[config.mk]
export PLATFORM = sky130hd
export DESIGN_NAME = sgm_ctrl
export DESIGN_NICKNAME = d
export VERILOG_FILES = /design/src/sgm_pkg.sv /design/src/sgm_ctrl.sv
export SDC_FILE = /design/constraint.sdc
export NUM_CORES = 1
export LEC_CHECK = 0
export ABC_CLOCK_PERIOD_IN_PS = 1290
export BUFFER_PORTS_ARGS = -buffer_cell sky130_fd_sc_hd__buf_4
export CAP_MARGIN = 20
export CORE_AREA = 8 8 45 47
export DETAILED_ROUTE_END_ITERATION = 7
export DIE_AREA = 0 0 53 55
export GPL_TIMING_DRIVEN = 0
export PLACE_DENSITY = 0.33
export SLEW_MARGIN = 40
export SYNTH_ARGS = -nofsm -noshare
export SYNTH_HDL_FRONTEND = slang
export SYNTH_SLANG_ARGS = --single-unit
[constraint.sdc]
create_clock -name clk -period 1.29 [get_ports clk]
set_input_delay 0.0645 -clock clk [delete_from_list [all_inputs] [get_ports clk]]
set_output_delay 0.0645 -clock clk [all_outputs]
set_load 0.01 [all_outputs]
[src/sgm_pkg.sv]
// ----------------------------------------------------------------------------
// sgm_pkg
// Shared types and constants of the Sobel gradient magnitude block.
// ----------------------------------------------------------------------------
`default_nettype none

package sgm_pkg;

	localparam int unsigned PIX_W    = 8;
	localparam int unsigned IW_W     = 12;
	localparam int unsigned IH_W     = 13;
	localparam int unsigned ROW_W    = 12;
	localparam int unsigned OCOL_W   = 11;
	localparam int unsigned CFG_W    = 13;
	localparam int unsigned GRAD_W   = 10;
	localparam int unsigned SUM_W    = 21;
	localparam int unsigned ROOT_W   = 8;

	localparam logic [IW_W-1:0] WIDTH_RESET  = 12'd640;
	localparam logic [IH_W-1:0] HEIGHT_RESET = 13'd480;
	localparam logic [IH_W-1:0] MIN_SIZE_H   = 13'd3;
	localparam logic [IH_W-1:0] MAX_HEIGHT   = 13'd4096;
	localparam logic [PIX_W-1:0] SAT_VALUE   = 8'd255;

	localparam logic REG_IMAGE_WIDTH  = 1'b0;
	localparam logic REG_IMAGE_HEIGHT = 1'b1;

	typedef struct packed {
		logic load;
		logic square;
		logic sum;
		logic root;
		logic emit;
	} cmd_t;

	typedef struct packed {
		logic emit_req;
		logic interior;
		logic root_last;
		logic out_free;
	} stat_t;

endpackage

`default_nettype wire

[src/sgm_ctrl.sv]
// ----------------------------------------------------------------------------
// sgm_ctrl
// Sequencer: load window; where a result is due, square, sum, iterate root and emit one beat.
// ----------------------------------------------------------------------------
`default_nettype none

module sgm_ctrl (
	input  wire logic           clk,
	input  wire logic           arst_n,
	input  wire logic           take,
	input  wire sgm_pkg::stat_t stat,
	output sgm_pkg::cmd_t       cmd,
	output logic                in_stall
);

	typedef enum logic [2:0] {
		ST_IDLE,
		ST_LOAD,
		ST_SQUARE,
		ST_SUM,
		ST_ROOT,
		ST_EMIT
	} state_t;

	state_t state_q;

	always_ff @(posedge clk or negedge arst_n) begin
		if (!arst_n) begin
			state_q <= ST_IDLE;
		end else begin
			unique case (state_q)
				ST_IDLE: begin
					if (take) state_q <= ST_LOAD;
				end
				ST_LOAD: begin
					priority if (!stat.emit_req) state_q <= ST_IDLE;
					else if (!stat.interior) state_q <= ST_EMIT;
					else state_q <= ST_SQUARE;
				end
				ST_SQUARE: state_q <= ST_SUM;
				ST_SUM:    state_q <= ST_ROOT;
				ST_ROOT: begin
					if (stat.root_last) state_q <= ST_EMIT;
				end
				ST_EMIT: begin
					if (stat.out_free) state_q <= ST_IDLE;
				end
				default: state_q <= ST_IDLE;
			endcase
		end
	end

	assign in_stall   = (state_q != ST_IDLE);
	assign cmd.load   = (state_q == ST_LOAD);
	assign cmd.square = (state_q == ST_SQUARE);
	assign cmd.sum    = (state_q == ST_SUM);
	assign cmd.root   = (state_q == ST_ROOT);
	assign cmd.emit   = (state_q == ST_EMIT);

endmodule

`default_nettype wire

Word level (Yosys, flattened, before mapping)

Cells that the tools add are included.

Output and inout port bits: 6
Input bits: 7
Logic and storage cells: 18
Flip-flop bits (word level): 3

Multiplexer cells: 6
Equal/unequal tests: 8
Reduce and logical (&&, ||, !) cells: 3

Operator list:

| kind               | number |
|---|---|
| $pmux 3 s6         | 1 |
| $mux 3             | 5 |
| $eq 3x2->1 const B | 2 |
| $eq 3x3->1 const B | 2 |
| $ne 2x2->1 const B | 3 |
| $eq 3x1->1 const B | 1 |
| $logic_not 3->1    | 1 |
| $reduce_and 3->1   | 1 |
| $reduce_bool 3->1  | 1 |

Depth between registers and ports, before layout

Word-level depth: 3
Mapped depth: 4
Gate-level depth less buffers: 3

Worst setup path before layout

OpenSTA, ideal clock, no wires.

Path type: reg-to-reg
Start point: register state_q[2]
End point: register state_q[0]
Stages on the path, launching flop included: 5
Arrival time: 1.071 ns
Period minus slack after synthesis: 1.182 ns
Buffers on the path: 1
Path slack: 0.108 ns
Library setup time: 0.111 ns
Path through: dfrtp_1 buf_2 and4bb_1 nand2b_1 a222oi_1

Cells in the longest elaborated chain, start to end: 3
Elaborated cells on any way between the ends: 11

Ends and longest elaborated chain:

| element                                              | line           | RTL |
|---|---|---|
| start, declared                                      | sgm_ctrl.sv:25 | `state_t state_q;` |
| start signal, assigned                               | sgm_ctrl.sv:29 | `state_q <= ST_IDLE;` |
| start signal, assigned                               | sgm_ctrl.sv:33 | `if (take) state_q <= ST_LOAD;` |
| start signal, assigned                               | sgm_ctrl.sv:36 | `priority if (!stat.emit_req) state_q <= ST_IDLE;` |
| $eq 3x3->1 / $logic_not 3->1 (equally long branches) | sgm_ctrl.sv:31 | `unique case (state_q)` |
| $ne 2x2->1 (no source line)                          | --             |  |
| $reduce_and 3->1 (no source line)                    | --             |  |

Parallel ways exist; a longest one is shown, timed or not.
A chain may end at the register's enable or synchronous reset.

Worst setup path after layout

Start point: register state_q[0]
End point: output port in_stall

Cells in the longest elaborated chain, start to end: 1

Ends and longest elaborated chain:

| element           | line           | RTL |
|---|---|---|
| $reduce_bool 3->1 | sgm_ctrl.sv:53 | `assign in_stall = (state_q != ST_IDLE);` |
| end, declared     | sgm_ctrl.sv:13 | `output logic in_stall` |

Every way passes these cells.

==> metrics.md <==
| Metric | Value |
|---|---|
| Mapped Area | 195.2 µm² |
| All-Layer GR Usage | 0.05635 |
| Non-Filler Instances | 57 |
| Hold-critical path depth | 2 |
| Pre-antenna DRT Iters | 4 |
| Buffers on Ports | 12 |
| Skew final | 0.003718 ns |
| Max FO, Critical Path | 5 |
| Syn-to-layout area delta | 85.26% |
| Starting DRT DRC Count | 12 |
| Final hold viol count | 0 |
| Biggest regs | state_q x3 |
| Wire length per cell | 12.05 µm |
| # fillers | 155 |
| Reg clk slew, reported paths | 0.04 ns |
| Launch point of the worst reg-to-reg path | state_q[2] |
| Routed vias | 232 |
| Hold EP | state_q[1] |
| RR Endpoint | state_q[0] |
| FP Rows | 14 |
| Mapped Nets | 29 |
| First-pass GRT wire length | 1.090 mm |
| Leak | 0.1846 nW |
| Post-synth EDFFs | 0 |
| Vias in the first global route | 272 |
| Die width | 53 µm |
| Run status | finished, final reports clean |
| Yosys top cell area share | 0.3846 |
| Ranking of synthesized cells by area | dfrtp_1 38%, and4bb_1 6.4%, nand2b_1 6.4% |
| Die height | 55 µm |
| Synth unique cells | 16 |
| Cell-by-cell trace of the critical path | or3_1, buf_4 |
| Worst hold start | stat[2] |
| Top_reg_cell synth | dfrtp_1 |
| RePlAce Congestion | 0.6896 |
| Worst vdd ir | 0.6452 mV |
| Total wire length | 687 µm |
| Initial antenna violation count | 0 |
| Crit-path leading delay family | flip-flops |
| Number of remaining DRC errors | 0 |
| Slowest CP cell | dfrtp_1 |
| Fin crit period | 1.238 ns |
| Yosys warns | 0 |
| Asr flop ratio synth | 1.000 |
| Bufs and invs on worst path | 1 |
| Worst-Skew Late Latency | 0.24 ns |
| Critical Setup Path Class | reg -> out |
| Root Buffer | clkbuf_4 |
| TritonCTS Buffers | 3 |
| CTS tree | built |
| Syn avg cell area | 8.872 µm² |
| RSZ-0062 raised after global routing | true |
| Worst path depth | 2 |
| Register area share after synthesis | 0.3846 |
| Worst Setup End Kind | primary output |
| Nets | 49 |
| Initial Utilization | 0.1410 |
| Sink Count | 3 |
| Post-synth top cells | 3 x dfrtp_1, 3 x nor2_1, 2 x inv_1, 2 x nand2b_1 |
| Max Cap Viol | 0 |
| Setup violators final | 0 |
| Slew Limit Fails | 0 |
| Req. time, crit path | 1.23 ns |
| Routed Antenna Nets | 0 |
| Syn Inst Count | 22 |
| Total grt overflow | 0 |
| Largest Register | state_q |
| Diodes inserted | 0 |
| Reg2reg path depth | 3 |
| Core Footprint | 1384 µm² |
| Max FFs per register | 3 |
| TNS Setup | 0 ns |
| CP Data Arrival Time | 1.17 ns |
| Hold crit path type | in -> reg |
| Fmax | 807.8 MHz |
| Worst slew margin | 0.8189 |
| I/O pin count | 13 |
| Synth area leader | dfrtp_1 |
| Fin crit share | 0.9596 |
| CP peak stage delay | 0.41 ns |
| #FFs+latches synth | 3 |
| DP Cell Count | 50 |
| Reg2Reg Setup Slack | 0.07 ns |
| Via-per-instance ratio | 4.070 |
| Fraction of layout cells with a size suffix above 1 | 0.4878 |
| Fin util | 0.2613 |
| Setup Slack @ Placement | -0.006012 ns |
| Pwr dens | 2223 nW/µm² |
| CTS max path bufs | 2 |
| Setup ws final | 0.05212 ns |
| DP Wirelength | 483.4 µm |
| Htree depth | 1 |
| Total Die Area | 2915 µm² |
| Worst Setup Start Kind | flop |
| Largest net degree at the start of global routing | 11 |
| Slew @ Worst Pin | 0.2716 ns |
## worst max-delay path by stage
stage	end	start	slack, ns
4_1_cts	state_q[0]	state_q[1]	0.01
3_3_place_gp	state_q[0]	state_q[2]	-0.02
2_1_floorplan	state_q[0]	state_q[2]	0.11
6_report	in_stall	state_q[0]	0.05
5_1_grt	state_q[0]	state_q[2]	-0.04
3_5_place_dp	state_q[0]	state_q[2]	-0.006
## kinds of logic (layout without fill, tap and decap cells)
logic type | Yosys count | after routing | share of synthesized area
multiplexers | 1 | 1 | 0.05128
buffers and inverters | 3 | 22 | 0.06409
AO/OA/AOI/OAI | 5 | 5 | 0.1859
flip-flops | 3 | 3 | 0.3846
AND/OR/NAND/NOR | 10 | 10 | 0.3141
## metal layers
metal	vias to the layer above	routed length, µm	GRT usage
met5	-	0	0
met3	0	107	0.05348
li1	116	-	-
met1	106	265	0.04421
met2	10	315	0.07031
met4	0	0	0.07759
## cells in the final DEF, fill, tap and decap left out, types with 2 or more instances in the layout
| master | count |
|---|---|
| nand2b_1 | 2 |
| clkbuf_4 | 3 |
| nor2_1 | 3 |
| dfrtp_2 | 2 |
| buf_4 | 15 |
| inv_1 | 2 |
## area by class of cell
cell class | instances | area, µm² | area share
Timing Repair Buffer | 16 | 122.6 | 0.3391
Multi-Input combinational cell | 16 | 107.6 | 0.2976
Sequential cell | 3 | 77.57 | 0.2145
Clock buffer | 4 | 26.28 | 0.07266
Tap cell | 16 | 20.02 | 0.05536
Inverter | 2 | 7.507 | 0.02076
## power by group
| part | leakage, nW | total (mW) | internal, mW | switching [mW] |
|---|---|---|---|---|
| clock network | 0.0150 | 0.168 | 0.116 | 0.0522 |
| logic | 0.134 | 0.433 | 0.244 | 0.189 |
| registers | 0.0353 | 0.203 | 0.141 | 0.0615 |
## worst register-to-register path: stages (launching register included)
cell and delay [ns]:
dfrtp_2 0.43, and4bb_1 0.30, nand2b_1 0.09, a222oi_1 0.29
## timing repair
item,4_1_cts,5_1_grt
pin swaps,2,2
hold buffers,1,0
setup endpoints to repair,2,3
endpoints found under the hold margin,3,0
buffers inserted,0,3
resized for setup,2,0
## per-stage QoR
stage / area (µm²) / power (mW) / hold slack, ns
final: 361.6 / 0.8040 / 0.05106
after global routing: 361.6 / 0.8829 / 0.05005
after CTS: 339.1 / 0.7670 / 0.05049
after floorplan: 195.2 / 0.4098 / -0.2311
after detailed placement: 305.3 / 0.5919 / -0.1455
after global placement: 305.3 / 0.5942 / -0.1469
(Power assumes the default switching activity.)
